### config.mk
export PLATFORM = sky130hd
export DESIGN_NAME = byte_stuffed_frame_receiver
export DESIGN_NICKNAME = d
export VERILOG_FILES = /design/src/bsfr_pkg.sv /design/src/bsfr_front.sv /design/src/bsfr_queue.sv /design/src/bsfr_back.sv /design/src/byte_stuffed_frame_receiver.sv
export SDC_FILE = /design/constraint.sdc
export NUM_CORES = 1
export LEC_CHECK = 0
export BUFFER_PORTS_ARGS = -buffer_cell sky130_fd_sc_hd__buf_2
export CAP_MARGIN = 30
export CORE_AREA = 2 2 101 103
export CTS_CLUSTER_SIZE = 20
export DETAILED_ROUTE_END_ITERATION = 8
export DIE_AREA = 0 0 103 105
export GPL_TIMING_DRIVEN = 0
export HOLD_SLACK_MARGIN = 0.03
export MAX_ROUTING_LAYER = met4
export PLACE_DENSITY = 0.45
export SYNTH_ARGS = -nofsm -noshare
export SYNTH_HDL_FRONTEND = slang
export SYNTH_SLANG_ARGS = --single-unit
### constraint.sdc
create_clock -name clk -period 2.65 [get_ports clk]
set_clock_uncertainty 0.05 [all_clocks]
set_input_delay 0.1325 -clock clk [delete_from_list [all_inputs] [get_ports clk]]
set_output_delay 0.1325 -clock clk [all_outputs]
set_load 0.02 [all_outputs]
### src/bsfr_pkg.sv
// Shared types and constants for the byte-stuffed frame receiver.
// No dependencies.
package bsfr_pkg;

    localparam int BYTE_W          = 8;
    localparam int CFG_W           = 9;
    localparam int LEN_W           = 9;
    localparam int MAX_PAYLOAD_DEF = 256;
    localparam int CFG_RESET       = 256;
    localparam int QUEUE_DEPTH     = 2;

    localparam logic [BYTE_W-1:0] BYTE_ESC   = 8'h7D;
    localparam logic [BYTE_W-1:0] BYTE_START = 8'h7E;
    localparam logic [BYTE_W-1:0] BYTE_END   = 8'h7F;
    localparam logic [BYTE_W-1:0] ESC_XOR    = 8'h20;

    typedef enum logic [1:0] {
        CLS_DATA,
        CLS_ESC,
        CLS_START,
        CLS_END
    } byte_class_t;

    typedef enum logic [1:0] {
        KIND_DATA,
        KIND_END,
        KIND_RESTART,
        KIND_OVF
    } kind_t;

    typedef enum logic [1:0] {
        ST_HUNT,
        ST_FRAME,
        ST_ESC
    } rx_state_t;

    typedef struct packed {
        logic [BYTE_W-1:0] data;
        byte_class_t       cls;
    } q_item_t;

    typedef struct packed {
        logic    valid;
        q_item_t item;
    } q_head_t;

endpackage

### src/bsfr_front.sv
// Front end: accepts line bytes and tags each with its control class.
// Depends on bsfr_pkg.
module bsfr_front (
    input  logic                      in_valid,
    input  logic                      q_full,
    input  logic [bsfr_pkg::BYTE_W-1:0] rx_byte,
    output logic                      in_stall,
    output logic                      push,
    output bsfr_pkg::q_item_t         push_item
);
    import bsfr_pkg::*;

    byte_class_t cls;

    always_comb
    begin
        priority if (rx_byte == BYTE_START)
            cls = CLS_START;
        else if (rx_byte == BYTE_ESC)
            cls = CLS_ESC;
        else if (rx_byte == BYTE_END)
            cls = CLS_END;
        else
            cls = CLS_DATA;
    end

    assign in_stall       = q_full;
    assign push           = in_valid && !q_full;
    assign push_item.data = rx_byte;
    assign push_item.cls  = cls;

endmodule

### src/bsfr_queue.sv
// Short FIFO between the classifier and the frame state machine.
// Depends on bsfr_pkg.
module bsfr_queue (
    input  logic              clk,
    input  logic              rst_n,
    input  logic              push,
    input  bsfr_pkg::q_item_t push_item,
    input  logic              pop,
    output logic              full,
    output bsfr_pkg::q_head_t head
);
    import bsfr_pkg::*;

    localparam int PTR_W = (QUEUE_DEPTH > 1) ? $clog2(QUEUE_DEPTH) : 1;
    localparam int CNT_W = $clog2(QUEUE_DEPTH + 1);

    q_item_t            mem_reg [QUEUE_DEPTH];
    logic [PTR_W-1:0]   wr_ptr_reg, wr_ptr_next;
    logic [PTR_W-1:0]   rd_ptr_reg, rd_ptr_next;
    logic [CNT_W-1:0]   cnt_reg, cnt_next;
    logic               do_pop;

    assign do_pop = pop && (cnt_reg != '0);
    assign full   = (cnt_reg == CNT_W'(QUEUE_DEPTH));

    always_comb
    begin
        wr_ptr_next = wr_ptr_reg;
        rd_ptr_next = rd_ptr_reg;
        if (push)
            wr_ptr_next = (wr_ptr_reg == PTR_W'(QUEUE_DEPTH - 1)) ? '0 : wr_ptr_reg + 1'b1;
        if (do_pop)
            rd_ptr_next = (rd_ptr_reg == PTR_W'(QUEUE_DEPTH - 1)) ? '0 : rd_ptr_reg + 1'b1;
        cnt_next = cnt_reg + CNT_W'(push) - CNT_W'(do_pop);
    end

    always_ff @(posedge clk or negedge rst_n)
    begin
        if (!rst_n)
        begin
            wr_ptr_reg <= '0;
            rd_ptr_reg <= '0;
            cnt_reg    <= '0;
        end
        else
        begin
            wr_ptr_reg <= wr_ptr_next;
            rd_ptr_reg <= rd_ptr_next;
            cnt_reg    <= cnt_next;
        end
    end

    always_ff @(posedge clk)
    begin
        if (push)
            mem_reg[wr_ptr_reg] <= push_item;
    end

    assign head.valid = (cnt_reg != '0);
    assign head.item  = mem_reg[rd_ptr_reg];

`ifndef SYNTHESIS
    a_cnt_bound: assert property (@(posedge clk) disable iff (!rst_n)
        cnt_reg <= CNT_W'(QUEUE_DEPTH))
        else $error("queue count beyond depth");
    a_no_push_full: assert property (@(posedge clk) disable iff (!rst_n)
        full |-> !push)
        else $error("push into full queue");
    a_cnt_track: assert property (@(posedge clk) disable iff (!rst_n)
        (push && !do_pop) |=> cnt_reg == $past(cnt_reg) + 1'b1)
        else $error("queue count lost a push");
`endif

endmodule

### src/bsfr_back.sv
// Back end: frame state machine, payload counter and output register.
// Depends on bsfr_pkg; fed by bsfr_queue.
module bsfr_back #(
    parameter int MAX_PAYLOAD = bsfr_pkg::MAX_PAYLOAD_DEF,
    parameter int CNT_W       = $clog2(MAX_PAYLOAD + 1)
) (
    input  logic                          clk,
    input  logic                          rst_n,
    input  bsfr_pkg::q_head_t             head,
    input  logic [CNT_W-1:0]              limit,
    input  logic                          out_stall,
    output logic                          pop,
    output logic                          out_valid,
    output logic [1:0]                    kind,
    output logic [bsfr_pkg::BYTE_W-1:0]   payload_byte,
    output logic [bsfr_pkg::LEN_W-1:0]    frame_length
);
    import bsfr_pkg::*;

    localparam int WIDE_W = (CNT_W > LEN_W) ? CNT_W : LEN_W;

    rx_state_t          state_reg, state_next;
    logic [CNT_W-1:0]   count_reg, count_next;
    logic               out_valid_reg, out_valid_next;
    kind_t              kind_reg, kind_next;
    logic [BYTE_W-1:0]  byte_reg, byte_next;
    logic [LEN_W-1:0]   len_reg, len_next;

    logic               res_valid;
    kind_t              res_kind;
    logic [BYTE_W-1:0]  res_byte;
    logic [LEN_W-1:0]   res_len;
    logic [BYTE_W-1:0]  dec_byte;
    logic               at_limit;
    logic               is_payload;
    logic [WIDE_W-1:0]  count_wide;

    assign pop        = head.valid && (!out_valid_reg || !out_stall);
    assign dec_byte   = (state_reg == ST_ESC) ? (head.item.data ^ ESC_XOR) : head.item.data;
    assign at_limit   = (count_reg >= limit);
    assign count_wide = WIDE_W'(count_reg);
    assign is_payload = (state_reg == ST_ESC) ||
                        (state_reg == ST_FRAME && head.item.cls == CLS_DATA);

    always_comb
    begin
        state_next = state_reg;
        if (pop)
        begin
            unique case (state_reg)
                ST_HUNT:
                    if (head.item.cls == CLS_START)
                        state_next = ST_FRAME;
                ST_FRAME:
                    unique case (head.item.cls)
                        CLS_START: state_next = ST_FRAME;
                        CLS_ESC:   state_next = ST_ESC;
                        CLS_END:   state_next = ST_HUNT;
                        CLS_DATA:  state_next = at_limit ? ST_HUNT : ST_FRAME;
                        default:   state_next = ST_FRAME;
                    endcase
                ST_ESC:
                    state_next = at_limit ? ST_HUNT : ST_FRAME;
                default:
                    state_next = ST_HUNT;
            endcase
        end
    end

    always_comb
    begin
        res_valid  = 1'b0;
        res_kind   = KIND_DATA;
        res_byte   = '0;
        res_len    = '0;
        count_next = count_reg;
        if (pop)
        begin
            if (is_payload)
            begin
                res_valid = 1'b1;
                if (at_limit)
                begin
                    res_kind   = KIND_OVF;
                    count_next = '0;
                end
                else
                begin
                    res_byte   = dec_byte;
                    count_next = count_reg + 1'b1;
                end
            end
            else if (state_reg == ST_HUNT)
                count_next = '0;
            else if (head.item.cls == CLS_START)
            begin
                res_valid  = 1'b1;
                res_kind   = KIND_RESTART;
                count_next = '0;
            end
            else if (head.item.cls == CLS_END)
            begin
                res_valid  = 1'b1;
                res_kind   = KIND_END;
                res_len    = count_wide[LEN_W-1:0];
                count_next = '0;
            end
        end
    end

    always_comb
    begin
        out_valid_next = out_valid_reg && out_stall;
        kind_next      = kind_reg;
        byte_next      = byte_reg;
        len_next       = len_reg;
        if (pop)
        begin
            out_valid_next = res_valid;
            kind_next      = res_kind;
            byte_next      = res_byte;
            len_next       = res_len;
        end
    end

    always_ff @(posedge clk or negedge rst_n)
    begin
        if (!rst_n)
        begin
            state_reg     <= ST_HUNT;
            count_reg     <= '0;
            out_valid_reg <= 1'b0;
        end
        else
        begin
            state_reg     <= state_next;
            count_reg     <= count_next;
            out_valid_reg <= out_valid_next;
        end
    end

    always_ff @(posedge clk)
    begin
        kind_reg <= kind_next;
        byte_reg <= byte_next;
        len_reg  <= len_next;
    end

    assign out_valid    = out_valid_reg;
    assign kind         = kind_reg;
    assign payload_byte = byte_reg;
    assign frame_length = len_reg;

`ifndef SYNTHESIS
    a_hunt_silent: assert property (@(posedge clk) disable iff (!rst_n)
        (pop && state_reg == ST_HUNT) |-> !res_valid)
        else $error("result while hunting");
    a_hunt_count: assert property (@(posedge clk) disable iff (!rst_n)
        state_reg == ST_HUNT |-> count_reg == '0)
        else $error("nonzero count while hunting");
    a_ovf_hunt: assert property (@(posedge clk) disable iff (!rst_n)
        (pop && res_valid && res_kind == KIND_OVF) |=> state_reg == ST_HUNT)
        else $error("overflow did not return to hunting");
    a_end_hunt: assert property (@(posedge clk) disable iff (!rst_n)
        (pop && res_valid && res_kind == KIND_END) |=> state_reg == ST_HUNT)
        else $error("frame end did not return to hunting");
`endif

endmodule

### src/byte_stuffed_frame_receiver.sv
// Top level of the byte-stuffed frame receiver.
// Depends on bsfr_pkg, bsfr_front, bsfr_queue and bsfr_back.
//
// Usage:
//   Input channel (in_valid/in_stall/rx_byte) takes one raw line byte per
//   transaction. Bytes before a 0x7E start byte are dropped; 0x7D escapes the
//   next byte (XOR 0x20); 0x7F ends the frame.
//   Output channel (out_valid/out_stall) carries kind, payload_byte and
//   frame_length: payload byte, frame end with length, restart discard or
//   overflow discard. Many bytes give no result transaction.
//   cfg_wr_en/cfg_wr_data write max_payload_len (clamped to 1..MAX_PAYLOAD);
//   write only while the block is idle.
//   Throughput: one byte per cycle unless a stalled result holds the output
//   register; the back end updates the frame state as it pops each byte. An
//   accepted byte is registered in the queue, waits at the queue head and then
//   moves into the output register, where its result is offered.
//   When out_stall is held, the output register holds its transaction, the
//   queue fills, and in_stall rises once it holds two bytes.
//   Reset: hunting for a start byte, queue and output empty, limit 256.
module byte_stuffed_frame_receiver #(
    parameter int MAX_PAYLOAD = bsfr_pkg::MAX_PAYLOAD_DEF
) (
    input  logic                          clk,
    input  logic                          rst_n,
    input  logic                          cfg_wr_en,
    input  logic [bsfr_pkg::CFG_W-1:0]    cfg_wr_data,
    input  logic                          in_valid,
    output logic                          in_stall,
    input  logic [bsfr_pkg::BYTE_W-1:0]   rx_byte,
    output logic                          out_valid,
    input  logic                          out_stall,
    output logic [1:0]                    kind,
    output logic [bsfr_pkg::BYTE_W-1:0]   payload_byte,
    output logic [bsfr_pkg::LEN_W-1:0]    frame_length
);
    import bsfr_pkg::*;

    localparam int CNT_W   = $clog2(MAX_PAYLOAD + 1);
    localparam int CMP_W   = (CNT_W > CFG_W) ? CNT_W : CFG_W;
    localparam int LIM_RST = (CFG_RESET > MAX_PAYLOAD) ? MAX_PAYLOAD : CFG_RESET;

    logic [CNT_W-1:0]  limit_reg, limit_next;
    logic [CMP_W-1:0]  cfg_wide;
    logic [CMP_W-1:0]  cfg_clamped;
    logic              q_full;
    logic              push;
    q_item_t           push_item;
    q_head_t           head;
    logic              pop;

    assign cfg_wide = CMP_W'(cfg_wr_data);

    always_comb
    begin
        priority if (cfg_wide == '0)
            cfg_clamped = CMP_W'(1);
        else if (cfg_wide > CMP_W'(MAX_PAYLOAD))
            cfg_clamped = CMP_W'(MAX_PAYLOAD);
        else
            cfg_clamped = cfg_wide;
        limit_next = cfg_wr_en ? cfg_clamped[CNT_W-1:0] : limit_reg;
    end

    always_ff @(posedge clk or negedge rst_n)
    begin
        if (!rst_n)
            limit_reg <= CNT_W'(LIM_RST);
        else
            limit_reg <= limit_next;
    end

    bsfr_front u_front (
        .in_valid  (in_valid),
        .q_full    (q_full),
        .rx_byte   (rx_byte),
        .in_stall  (in_stall),
        .push      (push),
        .push_item (push_item)
    );

    bsfr_queue u_queue (
        .clk       (clk),
        .rst_n     (rst_n),
        .push      (push),
        .push_item (push_item),
        .pop       (pop),
        .full      (q_full),
        .head      (head)
    );

    bsfr_back #(
        .MAX_PAYLOAD (MAX_PAYLOAD),
        .CNT_W       (CNT_W)
    ) u_back (
        .clk          (clk),
        .rst_n        (rst_n),
        .head         (head),
        .limit        (limit_reg),
        .out_stall    (out_stall),
        .pop          (pop),
        .out_valid    (out_valid),
        .kind         (kind),
        .payload_byte (payload_byte),
        .frame_length (frame_length)
    );

endmodule

# == After elaboration in Yosys (flattened, before gate mapping) ==
# Memories as Yosys holds them, arrays and structs flattened.
# Index checks and enable logic that the tools add are counted.
# word_totals
register_bits,44
mem_bits_rw,20
in_bits,22
out_inout_bits,21
elab_cells,79
n_memories,1
# classes
addsub,5
order_cmp,2
n_eq_ne,10
n_mux,29
n_bitwise,3
n_reduce_logical,19
# mem_list
memory,words,word_bits,rd,rd_ports_with_merged_regs,wr,line,text
u_queue.mem_reg,2,10,1,0,1,bsfr_queue.sv:17,q_item_t mem_reg [QUEUE_DEPTH];
# op_table
op,n
9-bit two-way mux,7
8-bit by 7-bit == test with 1-bit output (second input constant),3
2-bit two-way mux,8
1-bit two-way mux,11
9-bit by 1-bit adder with 9-bit output (second input constant),1
9-bit greater-or-equal comparator,1
9-bit > comparator (second input constant),1
9-bit logical NOT,1
2-bit == test (second input constant),4
2-bit case mux with 4 select lines,1
6-bit two-way mux,1
2-bit case mux with 3 select lines,1
1-bit logical AND,5
2-bit by 1-bit == test with 1-bit output (second input constant),2
2-bit logical NOT,2
2-bit AND reduction,2
4-bit nonzero test,1
4-bit OR reduction,1
1-bit logical NOT,3
1-bit inverter,3
1-bit adder (second input constant),2
2-bit by 1-bit adder with 2-bit output,1
1-bit logical OR,2
2-bit by 1-bit inequality test with 1-bit output (second input constant),1
3 further kinds,3

# == Depth between registers and ports, before layout ==
# Gate-level depths: netlist of the first run.
# An unclocked memory read counts as a cell.
# depth
ltp_word,7
ltp_mapped,9
mapped_depth_nobuf,8

# == Cells and area by module ==
# Synthesis of the first run repeated with hierarchy kept, for this count alone.
# hier_totals
cells_unflattened,261
area_unflattened_um2,3069.2
# by_module_without_submodules
mod,instances,cells_per_inst,area_per_inst_um2,seq_area_each_um2
bsfr_back,1,158,1610.3,870.8
bsfr_queue,1,48,958.4,700.7
byte_stuffed_frame_receiver,1,41,399.1,226.5
bsfr_front,1,14,101.3,0.0

# == Worst setup path before layout of the first run ==
# No wires, ideal clock.
# synth_timing
kind,register to register
from,register u_back.out_valid_reg (netlist: u_back.out_valid)
to,register u_back.count_reg[5]
setup_time_ps,126
t_arrival_ps,2033
required_ps,2474
setup_slack_ps,441
path_stages_with_launch,7
path_buffers,1
period_less_slack_ps,2209
cell_sequence,dfrtp_1 > nand2_1 > o21ai_1 > inv_1 > o21ai_1 > clkbuf_1 > a221o_1
# synth_between
elab_chain_len,4
# synth_rtl
element,line,text
"start, declared",bsfr_back.sv:24,"logic out_valid_reg, out_valid_next;"
"start signal, assigned",bsfr_back.sv:138,out_valid_reg <= out_valid_next;
1-bit logical NOT,bsfr_back.sv:38,assign pop = head.valid && (!out_valid_reg || !out_stall);
1-bit logical OR,bsfr_back.sv:38,
1-bit logical AND,bsfr_back.sv:38,
net pop,byte_stuffed_frame_receiver.sv:49,logic pop;
2-bit AND reduction (no source line),n/a,
"end signal, assigned",bsfr_back.sv:137,count_reg <= count_next;
"end, declared",bsfr_back.sv:23,"logic [CNT_W-1:0] count_reg, count_next;"
# The timed path passes the listed nets, and every way through them passes these cells.
# A chain may end at the register's enable or synchronous reset.

# == Final worst setup path of the first run ==
# layout_timing
from,register u_queue.cnt_reg[1]
to,register u_back.count_reg[2]
# layout_between
elab_chain_len,3
# layout_rtl
element,line,text
"start, declared",bsfr_queue.sv:20,"logic [CNT_W-1:0] cnt_reg, cnt_next;"
"start signal, assigned",bsfr_queue.sv:49,cnt_reg <= cnt_next;
2-bit nonzero test,bsfr_queue.sv:59,assign head.valid = (cnt_reg != '0);
1-bit logical AND,bsfr_back.sv:38,
net pop,byte_stuffed_frame_receiver.sv:49,
2-bit AND reduction (no source line),n/a,
# The timed path passes the listed nets, and every way through them passes these cells.

==> results of run 1 <==
[through the flow]
step                total power (W)  hold slack, ps  cells
finish                      0.00358            57.5    443
global placement            0.00274             121    408
detailed placement          0.00275             127    408
CTS                         0.00360            55.6    442
floorplan                   0.00239            -213    234
global route                0.00384             109    443
[cell families (layout without fill, tap and decap cells)]
family / count (synthesis) / in the layout / synth area share (%)
muxes: 13 / 13 / 4.79
xor gates and xnor gates: 5 / 5 / 1.52
adders and majority gates: 12 / 12 / 5.23
and+or+nand+nor: 80 / 80 / 14.5
buffers and inverters: 22 / 98 / 3.22
AOI/OAI and AO/OA: 38 / 38 / 8.19
DFF: 64 / 64 / 62.6
[per-layer routing]
metal	GRT usage [%]	part of all wire (%)
met1	16.3	52
met2	16.0	43
met3	4.08	4.4
met4	4.51	1.1
met5	-	0
[layout make-up]
cell class | instances | area (um^2)
Buffer | 6 | 32.5
Clock buffer | 9 | 124
Clock inverter | 7 | 70.1
Fill cell | 991 | 6010
Inverter | 16 | 63.8
Multi-Input combinational cell | 148 | 986
Sequential cell | 64 | 1800
Tap cell | 133 | 166
Timing Repair Buffer | 59 | 385
Timing Repair inverter | 1 | 5.00
[power by group]
group	leakage [nW]	switching, W	internal [W]
Clock	0.0893	0.000390	0.000432
Combinational	0.740	0.000797	0.000436
Sequential	0.711	0.000115	0.00141
Total	1.54	0.00130	0.00228
[cell usage in the layout (no fill, tap or decap), types with 4 or more instances in the layout]
cell type	netlist	routed
buf_2	2	43
edfxtp_1	39	39
dfrtp_1	24	24
nor2_1	21	21
dlygate4sd3_1	0	18
nand2_1	17	17
inv_1	16	15
o21ai_0	12	12
ha_1	12	12
mux2i_1	10	10
and2_1	10	10
clkbuf_8	0	9
a21oi_1	8	8
nand3b_1	7	7
nor3_1	5	5
clkinvlp_4	0	4
xnor2_1	4	4
nand3_1	4	4
a221o_1	4	4
[tightest hold or removal path, delay by kind of cell]
kind / cells / cell delay [ps]
buffers and inverters: 1 / 100
and+or+nand+nor: 1 / 100
xor gates and xnor gates: 1 / 70
[repair_timing]
item	CTS	global route
resized for setup	0	2
setup endpoints to repair	0	10
hold endpoints to repair	49	0
hold buffers	18	0
[how the worst min path moves through the flow]
stage                     startpoint  cells past startpoint  slack [ps]                 end
final                       in_valid                      3          60  u_queue.wr_ptr_reg
after global routing        in_valid                      3         110  u_queue.wr_ptr_reg
after detailed placement       rst_n                      1         130        limit_reg[0]
after global placement         rst_n                      1         120        limit_reg[0]
after CTS                   in_valid                      3          60  u_queue.wr_ptr_reg
after floorplan                rst_n                      0        -210        limit_reg[0]
==> flow_metrics.py, run 1 <==
metrics = {
    "floorplanning": {
        "die_y_um": 105,
        "dieArea_um2": 10800,
        "die_w_um": 103,
        "rows": 36,
        "start_util_pct": 29.8,
        "pin_count": 43,
        "core_area_um2": 9640,
    },
    "synth": {
        "synth.net_count": 268,
        "ys.flop_type": "edfxtp_1",
        "synth_top_area_share_pct": 40.8,
        "ys_seq_area_share_pct": 62.6,
        "netlist_top_cells_count": "edfxtp_1, dfrtp_1, nor2_1, nand2_1, inv_1",
        "synth.ff_latch_count": 64,
        "ys_top_cells_by_area": "edfxtp_1, dfrtp_1, ha_1",
        "ys_warn_count": 0,
        "synth_cell_types": 40,
        "synth_cells": 234,
        "async_flop_share_pct": 39.1,
        "syn_avg_cell_area_um2": 12.3,
        "syn-cell-area_um2": 2870,
        "synth_largest_area_cell": "edfxtp_1",
        "synth_edf_count": 39,
        "synth.most_common_cell": "edfxtp_1",
    },
    "drt": {
        "viasPerCell": 4.29,
        "vias": 1901,
        "drt_iter0_markers": 65,
        "wl_per_cell_um": 12.9,
        "drt_wl_total_mm": 5.70,
        "drcViolationCount": 0,
        "first_pass_iters": 4,
        "ant_nets": 0,
    },
    "placement": {
        "numPortBuffers": 41,
        "gp_congestion": 0.764,
        "placed_area_um2": 3240,
        "dp_hpwl_mm": 3.89,
        "pre_cts_slack_ps": 15.0,
    },
    "sta": {
        "final.period_utilization_pct": 91.2,
        "report.final.hold_viol_count": 0,
        "finalSetupViolCount": 0,
        "fmax_ghz": 0.414,
        "setup_ws_ps": 233,
        "slew_headroom_pct": 42.3,
        "finalMaxSlewViolations": 0,
        "fin_crit_ps": 2420,
        "fin_tns_setup_ps": 0,
        "rsz0062_at_grt": "no",
        "max_slew.worst_pin.slew_ps": 863,
    },
    "cells_and_area": {
        "n_antenna_cell": 0,
        "nets": 339,
        "final_cell_area_um2": 3630,
        "syn_to_final_growth_pct": 26.4,
        "largest_reg_flops": 20,
        "finalCoreUtilization_pct": 37.7,
        "drive_gt1_share_pct": 22.6,
    },
    "clock_network": {
        "path_clk_slew_ps": 70,
        "cts_max_level": 3,
        "cts_setup_buffers": 0,
        "cts_buffer_depth": 2,
        "cts_tree": "yes",
        "numCtsBuffers": 9,
        "cts-root-buf": "clkbuf_8",
        "cts_sinks": 64,
        "clkLatencyLatePin_ps": 340,
    },
    "setup_path": {
        "cpMaxStageDelayCell": "dfrtp_1",
        "cp_cell_sequence": "o21ai_2 > clkinvlp_4 > o21ai_1 > clkbuf_1 > o21bai_1 > a22o_1",
        "worst_ep_arrival_time_ps": 2650,
        "rrSetupSlack_ps": 230,
        "worst_ep_required_time_ps": 2890,
        "worst-path-stages": 6,
        "crit_end": "u_back.count_reg[2]",
        "path_buf_inv": 2,
        "timing.rr.start": "u_queue.cnt_reg[1]",
        "reg2reg_depth": 6,
        "path_delay_family": "compound AO/OA/AOI/OAI gates",
        "slowest_delay_ps": 430,
        "r2r_end": "u_back.count_reg[2]",
        "endpoint_kind": "flop",
        "cp_max_fo": 11,
        "worstSetupPathType": "reg2reg",
        "startpoint": "u_queue.cnt_reg[1]",
        "worstSetupStartpointType": "flop",
    },
    "grt": {
        "grt_pass1_wl_mm": 9.45,
        "grt_usage_pct": 11.9,
        "antenna_found_initial": 0,
        "grt_pass1_vias": 1916,
        "grt_overflow": 0,
        "grt_max_degree": 26,
    },
    "pwr": {
        "ir_drop_uv": 343,
        "p_leak_nw": 1.54,
        "powerDensity_nw_per_um2": 987,
    },
    "run": {
        "cap_viol_max_count": 0,
    },
    "status": {
        "status": "finished clean",
    },
    "worst_hold_path": {
        "hold_class": "in2reg",
    },
}
No activity file was read; power rests on OpenSTA's default activity.
==> run 2: changes to the inputs <==
--- a/constraint.sdc
+++ b/constraint.sdc
@@ -3,3 +3,3 @@
 set_input_delay 0.1325 -clock clk [delete_from_list [all_inputs] [get_ports clk]]
 set_output_delay 0.1325 -clock clk [all_outputs]
-set_load 0.02 [all_outputs]
+set_load 0.1 [all_outputs]
==> run 2 against run 1 <==
Clock power is 23% higher; core utilization is 0.51 points higher; via count is 0.53% lower; critical path type unchanged; wire length is 1.1% lower; sequential share of layout area is 0.62 points lower; largest power group is now combinational logic; die area stayed put.
==> flow_metrics.py, run 2 (synthesized netlist as in run 1, its figures left out) <==
metrics = {
    "clock_network": {
        "cts-root-buf": "clkbuf_8",
        "numCtsBuffers": 9,
        "cts_max_level": 3,
        "clkLatencyLatePin_ps": 330,
        "cts_sinks": 64,
        "path_clk_slew_ps": 70,
        "cts_buffer_depth": 2,
        "cts_tree": "yes",
    },
    "sta": {
        "slew_headroom_pct": 42.5,
        "fin_crit_ps": 2430,
        "report.final.hold_viol_count": 0,
        "fmax_ghz": 0.411,
        "max_slew.worst_pin.slew_ps": 860,
        "rsz0062_at_grt": "no",
        "hold_slack_ps": 59.1,
        "final.period_utilization_pct": 91.9,
        "finalSetupViolCount": 0,
        "fin_tns_setup_ps": 0,
        "finalMaxSlewViolations": 0,
    },
    "pwr": {
        "ir_drop_uv": 640,
        "powerDensity_nw_per_um2": 1260,
        "p_leak_nw": 1.56,
    },
    "drt": {
        "drt_wl_total_mm": 5.64,
        "drt_iter0_markers": 94,
        "wl_per_cell_um": 12.7,
        "first_pass_iters": 6,
        "viasPerCell": 4.27,
        "ant_nets": 0,
        "drcViolationCount": 0,
        "vias": 1891,
    },
    "grt": {
        "grt_max_degree": 26,
        "grt_usage_pct": 11.9,
        "grt_overflow": 0,
        "grt_pass1_wl_mm": 9.43,
        "antenna_found_initial": 0,
        "grt_pass1_vias": 1852,
    },
    "worst_hold_path": {
        "hold_class": "in2reg",
        "min_path_cells": 3,
        "hold_path.startpoint": "in_valid",
    },
    "cells_and_area": {
        "final_common_cell": "buf_2",
        "nets": 339,
        "drive_gt1_share_pct": 22.9,
        "largest_reg_flops": 20,
        "n_antenna_cell": 0,
        "final_cell_mix": "buf_2, edfxtp_1, dfrtp_1, nor2_1, dlygate4sd3_1",
        "syn_to_final_growth_pct": 28.1,
    },
    "setup_path": {
        "endpoint_kind": "flop",
        "r2r_end": "u_back.count_reg[2]",
        "reg2reg_depth": 6,
        "worstSetupStartpointType": "flop",
        "worst_ep_arrival_time_ps": 2660,
        "cp_cell_sequence": "o21ai_2 > clkinvlp_4 > o21ai_1 > clkbuf_1 > o21bai_1 > a22o_1",
        "worstSetupPathType": "reg2reg",
        "startpoint": "u_queue.cnt_reg[1]",
        "worst_ep_required_time_ps": 2880,
        "slowest_delay_ps": 430,
        "crit_end": "u_back.count_reg[2]",
        "cpMaxStageDelayCell": "dfrtp_1",
        "cp_max_fo": 11,
        "timing.rr.start": "u_queue.cnt_reg[1]",
        "rrSetupSlack_ps": 220,
    },
    "floorplanning": {
        "die_y_um": 105,
        "rows": 36,
        "dieArea_um2": 10800,
        "core_area_um2": 9640,
        "pin_count": 43,
        "die_w_um": 103,
        "start_util_pct": 29.8,
    },
    "placement": {
        "dp_hpwl_mm": 3.86,
        "gp_congestion": 0.775,
        "numPortBuffers": 41,
    },
    "status": {
        "status": "finished clean",
    },
    "run": {
        "cap_viol_max_count": 0,
    },
}
## run 2: changes by cell type in the layout (fill, tap and decap cells not counted), sizes merged
cell,before,now
clkinvlp,5,4
clkinv,2,1
bufinv,1,3
## run 2: power by group
group	leakage [nW]	internal (W)	switching, W
Clock	0.114	0.000624	0.000386
Sequential	0.710	0.00141	0.000115
Combinational	0.741	0.000431	0.00168
Total	1.56	0.00247	0.00218
## run 2: what timing repair did
item	4_1_cts	5_1_grt
hold buffers	18	0
gates resized for setup	2	0
setup buffers	0	0
endpoints found under the hold margin	49	0
endpoints found under the setup margin	2	0
## run 2: metal layers
metal | global-route usage, % | part of all wire, %
met3 | 3.21 | 4.7
met2 | 15.9 | 41
met5 | - | 0
met4 | 4.79 | 1.8
met1 | 16.8 | 53
## run 2: stage by stage
stage          total power [W]  area, um^2  cells  utilization (%)  setup slack [ps]
2_1_floorplan          0.00329        2870    234                -               232
6_report               0.00465        3680    443             38.2               216
3_5_place_dp           0.00364        3250    408             33.7              9.60
5_1_grt                0.00489        3680    443             38.2              21.7
4_1_cts                0.00471        3680    443             38.2               178
3_3_place_gp           0.00363        3250    408             33.7              29.5
## run 2: worst min path at each step
stage,end,slack (ps)
final,u_queue.wr_ptr_reg,60
after global routing,u_queue.wr_ptr_reg,90
after CTS,u_queue.wr_ptr_reg,50
after detailed placement,limit_reg[0],140
after global placement,limit_reg[0],130
after floorplan,limit_reg[0],-210
## run 2: layout make-up
cell class / count / area [um^2]
flip-flops and latches: 64 / 1800
clock inverters: 7 / 118
fillers: 990 / 5960
repair inverters: 1 / 5.00
clock buffers: 9 / 124
inverters: 16 / 63.8
repair buffers: 59 / 385
multi-input cells: 148 / 986
well taps: 133 / 166
plain buffers: 6 / 32.5
## run 2: critical path, delay by kind of cell, from the launching register on
family,cells,cell delay [ps]
AOI/OAI and AO/OA,4,1080
buffers and inverters,2,800
DFF,1,430
